File: config.mk
export PLATFORM = sky130hd
export DESIGN_NAME = motor_status_frame_receiver
export DESIGN_NICKNAME = d
export VERILOG_FILES = /design/src/rtl/core/msfr_pkg.sv /design/src/rtl/core/motor_status_frame_receiver.sv /design/src/rtl/core/msfr_front.sv /design/src/rtl/core/msfr_queue.sv /design/src/rtl/core/msfr_back.sv
export SDC_FILE = /design/constraint.sdc
export NUM_CORES = 1
export LEC_CHECK = 0
export ABC_AREA = 0
export BUFFER_PORTS_ARGS = -buffer_cell sky130_fd_sc_hd__buf_2
export CORE_AREA = 8 8 271 194
export DETAILED_ROUTE_END_ITERATION = 8
export DIE_AREA = 0 0 279 202
export PLACE_DENSITY = 0.51
export SYNTH_ARGS = -nofsm -noshare
export SYNTH_HDL_FRONTEND = slang
export SYNTH_SLANG_ARGS = --single-unit
export TNS_END_PERCENT = 1
File: constraint.sdc
create_clock -name clk -period 8.9 [get_ports clk]
set_input_delay 1.78 -clock clk [delete_from_list [all_inputs] [get_ports clk]]
set_output_delay 1.78 -clock clk [all_outputs]
set_load 0.01 [all_outputs]
File: src/rtl/core/msfr_pkg.sv
// shared types, constants and crc function for the status frame receiver
package msfr_pkg;

  localparam int FRAME_BYTES   = 10;
  localparam int STORE_BYTES   = FRAME_BYTES - 1;
  localparam int LAST_IDX      = FRAME_BYTES - 1;
  localparam int POS_W         = 4;
  localparam int BITS_PER_BYTE = 8;
  localparam int QUEUE_DEPTH   = 2;
  localparam int QPTR_W        = 1;
  localparam int QCNT_W        = 2;

  localparam logic [7:0] CRC_POLY          = 8'h31;
  localparam logic [7:0] CRC_INIT          = 8'h00;
  localparam logic [7:0] CRC_TOP           = 8'h80;
  localparam logic [7:0] STATUS_CODE_RESET = 8'd116;

  typedef logic [STORE_BYTES-1:0][7:0] frame_data_t;

  // one finished frame as handed from front to back
  typedef struct packed {
    logic        crc_ok;
    frame_data_t data;
  } frame_rec_t;

  // queue status seen by the front and back
  typedef struct packed {
    logic full;
    logic not_empty;
  } queue_status_t;

  // msb-first crc-8 update for one byte, no reflection
  function automatic logic [7:0] crc8_feed(input logic [7:0] crc, input logic [7:0] b);
    logic [7:0] c;
    c = crc ^ b;
    for (int k = 0; k < BITS_PER_BYTE; k++) begin
      if ((c & CRC_TOP) != 8'h00) begin
        c = (c << 1) ^ CRC_POLY;
      end else begin
        c = c << 1;
      end
    end
    return c;
  endfunction

endpackage

File: src/rtl/core/motor_status_frame_receiver.sv
// Status frame receiver: takes one received byte per cycle on the input channel
// and groups the bytes into fixed 10-byte frames counted from reset, with no
// resynchronisation. A CRC-8 (poly 0x31, init 0, MSB first) over bytes 0 to 8
// is checked against byte 9; the tenth byte of each frame yields one result
// item, via the frame queue and the result register, carrying the decoded
// fields or, on mismatch, a set frame_status with all fields zero. Bytes are
// taken at one per cycle unless stalled; the per-byte CRC update is XOR logic.
// in_stall rises only on the tenth byte, when the two-entry frame queue between
// the framing front and result register is full. cfg_wr_data sets the status
// command code (reset 116) and is to be written only while the block is idle.
module motor_status_frame_receiver import msfr_pkg::*; (
  input  logic               clk,
  input  logic               rst_n,
  input  logic               cfg_wr_en,
  input  logic [7:0]         cfg_wr_data,
  input  logic               in_valid,
  output logic               in_stall,
  input  logic [7:0]         in_rx_byte,
  output logic               out_valid,
  input  logic               out_stall,
  output logic               out_frame_status,
  output logic [7:0]         out_unit_id,
  output logic [7:0]         out_mode_byte,
  output logic signed [15:0] out_load_current,
  output logic signed [15:0] out_speed_value,
  output logic signed [15:0] out_angle_value,
  output logic [7:0]         out_temperature,
  output logic [7:0]         out_angle_byte,
  output logic               out_has_temperature,
  output logic [7:0]         out_fault_code
);

  queue_status_t q_status;
  logic          q_push;
  logic          q_pop;
  frame_rec_t    push_rec;
  frame_rec_t    head_rec;

  // framing and crc
  msfr_front u_front (
    .clk        (clk),
    .rst_n      (rst_n),
    .in_valid   (in_valid),
    .in_stall   (in_stall),
    .in_rx_byte (in_rx_byte),
    .q_status   (q_status),
    .q_push     (q_push),
    .q_rec      (push_rec)
  );

  // frame queue
  msfr_queue u_queue (
    .clk      (clk),
    .rst_n    (rst_n),
    .push     (q_push),
    .push_rec (push_rec),
    .pop      (q_pop),
    .head_rec (head_rec),
    .status   (q_status)
  );

  // decode and output register
  msfr_back u_back (
    .clk                 (clk),
    .rst_n               (rst_n),
    .cfg_wr_en           (cfg_wr_en),
    .cfg_wr_data         (cfg_wr_data),
    .q_status            (q_status),
    .head_rec            (head_rec),
    .q_pop               (q_pop),
    .out_valid           (out_valid),
    .out_stall           (out_stall),
    .out_frame_status    (out_frame_status),
    .out_unit_id         (out_unit_id),
    .out_mode_byte       (out_mode_byte),
    .out_load_current    (out_load_current),
    .out_speed_value     (out_speed_value),
    .out_angle_value     (out_angle_value),
    .out_temperature     (out_temperature),
    .out_angle_byte      (out_angle_byte),
    .out_has_temperature (out_has_temperature),
    .out_fault_code      (out_fault_code)
  );

endmodule

File: src/rtl/core/msfr_front.sv
// front end: byte framing, running crc and frame byte store
module msfr_front import msfr_pkg::*; (
  input  logic          clk,
  input  logic          rst_n,
  input  logic          in_valid,
  output logic          in_stall,
  input  logic [7:0]    in_rx_byte,
  input  queue_status_t q_status,
  output logic          q_push,
  output frame_rec_t    q_rec
);

  logic [POS_W-1:0] pos_r, pos_nxt;
  logic [7:0]       crc_r, crc_nxt;
  frame_data_t      store_r;
  logic             last_byte;
  logic             accept;

  // the last byte of a frame needs a free queue slot
  assign last_byte = (pos_r >= POS_W'(LAST_IDX));
  assign in_stall  = last_byte && q_status.full;
  assign accept    = in_valid && !in_stall;

  // finished frame record
  assign q_push      = accept && last_byte;
  assign q_rec.crc_ok = (crc_r == in_rx_byte);
  assign q_rec.data   = store_r;

  // position and crc update
  always_comb begin
    pos_nxt = pos_r;
    crc_nxt = crc_r;
    if (accept) begin
      if (last_byte) begin
        pos_nxt = '0;
        crc_nxt = CRC_INIT;
      end else begin
        pos_nxt = pos_r + POS_W'(1);
        crc_nxt = crc8_feed(crc_r, in_rx_byte);
      end
    end
  end

  always_ff @(posedge clk) begin
    if (!rst_n) begin
      pos_r <= '0;
      crc_r <= CRC_INIT;
    end else begin
      pos_r <= pos_nxt;
      crc_r <= crc_nxt;
    end
  end

  // byte store, written before read within each frame
  always_ff @(posedge clk) begin
    if (accept && !last_byte) begin
      store_r[pos_r] <= in_rx_byte;
    end
  end

endmodule

File: src/rtl/core/msfr_queue.sv
// two-entry frame queue between front and back
module msfr_queue import msfr_pkg::*; (
  input  logic          clk,
  input  logic          rst_n,
  input  logic          push,
  input  frame_rec_t    push_rec,
  input  logic          pop,
  output frame_rec_t    head_rec,
  output queue_status_t status
);

  frame_rec_t        mem_r [QUEUE_DEPTH];
  logic [QPTR_W-1:0] wr_ptr_r, wr_ptr_nxt;
  logic [QPTR_W-1:0] rd_ptr_r, rd_ptr_nxt;
  logic [QCNT_W-1:0] count_r, count_nxt;
  logic              do_push;
  logic              do_pop;

  assign status.full      = (count_r == QCNT_W'(QUEUE_DEPTH));
  assign status.not_empty = (count_r != '0);
  assign do_push = push && !status.full;
  assign do_pop  = pop && status.not_empty;
  assign head_rec = mem_r[rd_ptr_r];

  // pointer and fill count update
  always_comb begin
    wr_ptr_nxt = do_push ? wr_ptr_r + QPTR_W'(1) : wr_ptr_r;
    rd_ptr_nxt = do_pop ? rd_ptr_r + QPTR_W'(1) : rd_ptr_r;
    count_nxt  = count_r;
    if (do_push && !do_pop) begin
      count_nxt = count_r + QCNT_W'(1);
    end else if (do_pop && !do_push) begin
      count_nxt = count_r - QCNT_W'(1);
    end
  end

  always_ff @(posedge clk) begin
    if (!rst_n) begin
      wr_ptr_r <= '0;
      rd_ptr_r <= '0;
      count_r  <= '0;
    end else begin
      wr_ptr_r <= wr_ptr_nxt;
      rd_ptr_r <= rd_ptr_nxt;
      count_r  <= count_nxt;
    end
  end

  // entry storage
  always_ff @(posedge clk) begin
    if (do_push) begin
      mem_r[wr_ptr_r] <= push_rec;
    end
  end

endmodule

File: src/rtl/core/msfr_back.sv
// back end: field decode and registered result item
module msfr_back import msfr_pkg::*; (
  input  logic               clk,
  input  logic               rst_n,
  input  logic               cfg_wr_en,
  input  logic [7:0]         cfg_wr_data,
  input  queue_status_t      q_status,
  input  frame_rec_t         head_rec,
  output logic               q_pop,
  output logic               out_valid,
  input  logic               out_stall,
  output logic               out_frame_status,
  output logic [7:0]         out_unit_id,
  output logic [7:0]         out_mode_byte,
  output logic signed [15:0] out_load_current,
  output logic signed [15:0] out_speed_value,
  output logic signed [15:0] out_angle_value,
  output logic [7:0]         out_temperature,
  output logic [7:0]         out_angle_byte,
  output logic               out_has_temperature,
  output logic [7:0]         out_fault_code
);

  logic [7:0]         status_code_r;
  logic               valid_r;
  logic               status_r;
  logic [7:0]         id_r, mode_r, temp_r, abyte_r, fault_r;
  logic signed [15:0] torque_r, speed_r, angle_r;
  logic               has_temp_r;
  logic               load;
  logic               ok;
  logic               has_temp;
  frame_data_t        f;

  // status command code register
  always_ff @(posedge clk) begin
    if (!rst_n) begin
      status_code_r <= STATUS_CODE_RESET;
    end else if (cfg_wr_en) begin
      status_code_r <= cfg_wr_data;
    end
  end

  // take the queue head when the output register is free or leaving
  assign load  = q_status.not_empty && (!valid_r || !out_stall);
  assign q_pop = load;

  assign f        = head_rec.data;
  assign ok       = head_rec.crc_ok;
  assign has_temp = ok && (f[1] == status_code_r);

  always_ff @(posedge clk) begin
    if (!rst_n) begin
      valid_r <= 1'b0;
    end else if (load) begin
      valid_r <= 1'b1;
    end else if (!out_stall) begin
      valid_r <= 1'b0;
    end
  end

  // result payload, zeroed on crc mismatch
  always_ff @(posedge clk) begin
    if (load) begin
      status_r   <= !ok;
      id_r       <= ok ? f[0] : 8'h00;
      mode_r     <= ok ? f[1] : 8'h00;
      torque_r   <= ok ? signed'({f[2], f[3]}) : 16'sd0;
      speed_r    <= ok ? signed'({f[4], f[5]}) : 16'sd0;
      angle_r    <= ok ? signed'({f[6], f[7]}) : 16'sd0;
      temp_r     <= has_temp ? f[6] : 8'h00;
      abyte_r    <= has_temp ? f[7] : 8'h00;
      has_temp_r <= has_temp;
      fault_r    <= ok ? f[8] : 8'h00;
    end
  end

  assign out_valid           = valid_r;
  assign out_frame_status    = status_r;
  assign out_unit_id         = id_r;
  assign out_mode_byte       = mode_r;
  assign out_load_current    = torque_r;
  assign out_speed_value     = speed_r;
  assign out_angle_value     = angle_r;
  assign out_temperature     = temp_r;
  assign out_angle_byte      = abyte_r;
  assign out_has_temperature = has_temp_r;
  assign out_fault_code      = fault_r;

endmodule

==> results.json <==
{
  "die_h_um": 202,
  "ys_ff_latch": 334,
  "end_kind": "output pin",
  "syn_area_sq_um": 11900,
  "drc": 0,
  "clk_path_buf_depth": 3,
  "n_fill_cell": 4843,
  "whs_endpoint": "u_queue.mem_r[1][63]",
  "cts_root_buf": "clkbuf_16",
  "clk_latency_ns": 0.52,
  "antenna_found_initial": 6,
  "post_cts_buffers": 0,
  "postCtsHoldBufs": 0,
  "hpwl_mm": 15.4,
  "drt_first_iter_violations": 351,
  "hold_viol": 0,
  "die-width_um": 279,
  "viasPerCell": 3.83,
  "rsz0062_at_grt": "false",
  "critical-path-max-stage-delay_ns": 0.40,
  "p_sw_share_pct": 26.8,
  "cts_buffers": 37,
  "setup.worst_path.class": "flop to output pin",
  "vias": 5654,
  "portBuffers": 112,
  "share_comb_of_total_power_pct": 17.0,
  "worstMarginPinSlew_ns": 1.29,
  "power_frac_clock_pct": 34.6,
  "critPathMaxFanout": 5,
  "ir_drop_mv": 0.122,
  "cpLargestDelayFamily": "simple AND/OR/NAND/NOR gates",
  "synth_cell_types": 35,
  "drv_cap": 0,
  "p_leak_uw": 0.00479,
  "synth-seq-area-share_pct": 81.9,
  "setup_violations": 0,
  "seqPwrFrac_pct": 48.4,
  "multi_input_area_sq_um": 2030,
  "path_cells": "inv_1 -> ha_1 -> nor3b_1 -> nor2_1 -> buf_2",
  "path_clk_slew_ns": 0.06,
  "tns_ns": 0,
  "hp-class": "flop to flop",
  "drt-total-wl_mm": 25.3,
  "grt_pass1_vias": 5908,
  "grt_max_degree": 75,
  "start_util_pct": 24.5,
  "grt_pass1_wl_mm": 38.0,
  "power_density_nw_per_um2": 301,
  "cts_tree": "done",
  "slew_headroom_pct": 13.3,
  "path_buf_inv": 2,
  "area_growth_pct": 21.4,
  "mostFrequentLayoutCells": "308 x edfxtp_1, 112 x buf_2, 83 x nor2_1, 80 x mux2i_1, 39 x clkbuf_16",
  "finalNetCount": 806,
  "postCtsResizedCells": 0,
  "timing.final.crit_period_ns": 3.66,
  "slew_violations": 0,
  "r2r_setup_slack_ns": 5.85,
  "synthesis.instances": 649,
  "grt_use_total_pct": 8.92,
  "ff2ff_path_depth": 6,
  "finClkSkew_ns": 0.0260,
  "min_delay_path_depth": 0,
  "dieArea_sq_um": 56400,
  "drt-pass1-iter-count": 4,
  "timing.rr.start": "u_front.pos_r[1]",
  "htreeDepth": 2,
  "ys_async_sr_fraction_pct": 0,
  "post-route-period-util_pct": 41.1,
  "worst_ep_arrival_time_ns": 1.88,
  "min-delay-start": "u_front.q_rec[63]",
  "ys.warnings.count": 0,
  "syn_area_per_cell_sq_um": 18.4,
  "synth_edf_count": 308,
  "layout-drive-gt1-share_pct": 23.3,
  "final_common_cell": "edfxtp_1",
  "coreArea_sq_um": 48600,
  "synthFlopType": "edfxtp_1",
  "io_pins": 113,
  "status": "finished clean",
  "antenna_left": 0,
  "cts_sinks": 334,
  "reg2reg_to": "u_queue.mem_r[1][33]",
  "wl_per_cell_um": 17.1,
  "timing.hold.ws_ns": 0.431,
  "routabilityCongestion": 0.722,
  "rows": 68,
  "p_switching_uw": 1170,
  "cp-start-kind": "flop",
  "cpMaxStageDelayCell": "dfxtp_1",
  "ff_latch_area_sq_um": 9770,
  "syn_nets": 675,
  "gr-total-overflow": 0,
  "crit_required_ns": 7.12,
  "fmax_ghz": 0.273,
  "power.internal_uw": 3190
}
-- registers in the layout, summed over array words and instances (netlist names), named ones only --
signal and count:
u_back.out_angle_byte 8, u_back.out_angle_value 16, u_back.out_fault_code 8, u_back.out_frame_status 1
u_back.out_has_temperature 1, u_back.out_load_current 16, u_back.out_mode_byte 8, u_back.out_speed_value 16
u_back.out_temperature 8, u_back.out_unit_id 8, u_back.out_valid 1, u_back.status_code_r 8
u_front.crc_r 8, u_front.pos_r 4, u_front.q_rec 72, u_queue.count_r 2
u_queue.mem_r 146, u_queue.rd_ptr_r 1, u_queue.wr_ptr_r 1
-- power groups by stage --
stage	logic, uW	registers (uW)	clock network [uW]
floorplan	327	2230	0
global placement	762	2150	0
detailed placement	768	2150	0
CTS	771	2120	1550
global route	819	2140	1620
finish	741	2110	1510
-- synth_stat cells (2+ instances only) --
cell type | n | area share (%)
a21boi_0 | 2 | 0.13
a21oi_1 | 2 | 0.084
a22o_1 | 4 | 0.29
a22oi_1 | 5 | 0.31
and2_1 | 6 | 0.31
buf_2 | 7 | 0.29
buf_6 | 3 | 0.28
clkbuf_1 | 16 | 0.50
dfxtp_1 | 26 | 4.4
edfxtp_1 | 308 | 78
ha_1 | 5 | 0.52
inv_1 | 5 | 0.16
mux2i_1 | 80 | 6.7
nand2_1 | 11 | 0.35
nand2b_1 | 2 | 0.10
nand3b_1 | 2 | 0.13
nand4_1 | 2 | 0.10
nor2_1 | 83 | 2.6
nor2b_1 | 10 | 0.52
nor3_1 | 12 | 0.50
nor3_2 | 9 | 0.76
nor3b_1 | 3 | 0.19
o21a_1 | 2 | 0.13
o21ai_0 | 3 | 0.13
o21ai_1 | 2 | 0.084
xnor2_1 | 21 | 1.5
xor2_1 | 10 | 0.73
-- metrics by stage --
step	setup WS (ns)	cell area [sq um]	util [%]	cells	total power, uW
after global routing	5.04	14500	29.8	1474	4580
after detailed placement	4.99	13300	27.3	1406	2910
after global placement	5.03	13300	27.3	1406	2910
after CTS	5.19	14500	29.8	1472	4440
final	5.24	14500	29.8	1477	4360
after floorplan	1.07	11900	-	649	2560
-- logic make-up after synthesis --
logic type	share of synthesized area (%)
AOI/OAI and AO/OA	1.31
DFF	81.9
buffers and inverters	1.24
and+or+nand+nor	6.01
xor gates and xnor gates	2.28
muxes	6.71
adders and majority gates	0.525
-- worst reg2reg max path: cells and delay by family (launching register included) --
family	cells	cell delay, ns
AND/OR/NAND/NOR	3	1.58
flip-flops	1	0.40
AO/OA/AOI/OAI	1	0.33
adder cells (fa/ha/maj)	1	0.22
buffers and inverters	1	0.08
-- worst max-delay path by stage --
stage                                start                       to  slack (ns)  cells after the start
final                     u_front.pos_r[1]                 in_stall        5.24                      5
after global routing      u_front.pos_r[1]                 in_stall        5.04                      5
after global placement            in_valid     u_queue.mem_r[1][38]        5.03                      4
after detailed placement         out_stall  u_back.out_mode_byte[5]        4.99                      5
after CTS                 u_front.pos_r[1]                 in_stall        5.19                      5
after floorplan                   in_valid      u_queue.mem_r[0][0]        1.07                      3
-- layer usage --
| metal | track usage, % | share of wire, % |
|---|---|---|
| met5 | 0 | 0.11 |
| met4 | 2.47 | 1.9 |
| met3 | 3.08 | 6.2 |
| met1 | 12.3 | 48 |
| met2 | 13.2 | 43 |
-- layout make-up --
| class | instances | share of cell area [%] |
|---|---|---|
| antenna | 5 | 0.0865 |
| clock buffer | 49 | 7.14 |
| clock inverter | 17 | 1.16 |
| timing repair buffer | 118 | 4.18 |
| multi-input combinational | 284 | 14.0 |
| inverter | 5 | 0.147 |
| tap | 665 | 5.75 |
| sequential | 334 | 67.5 |
(Power assumes the default switching activity.)
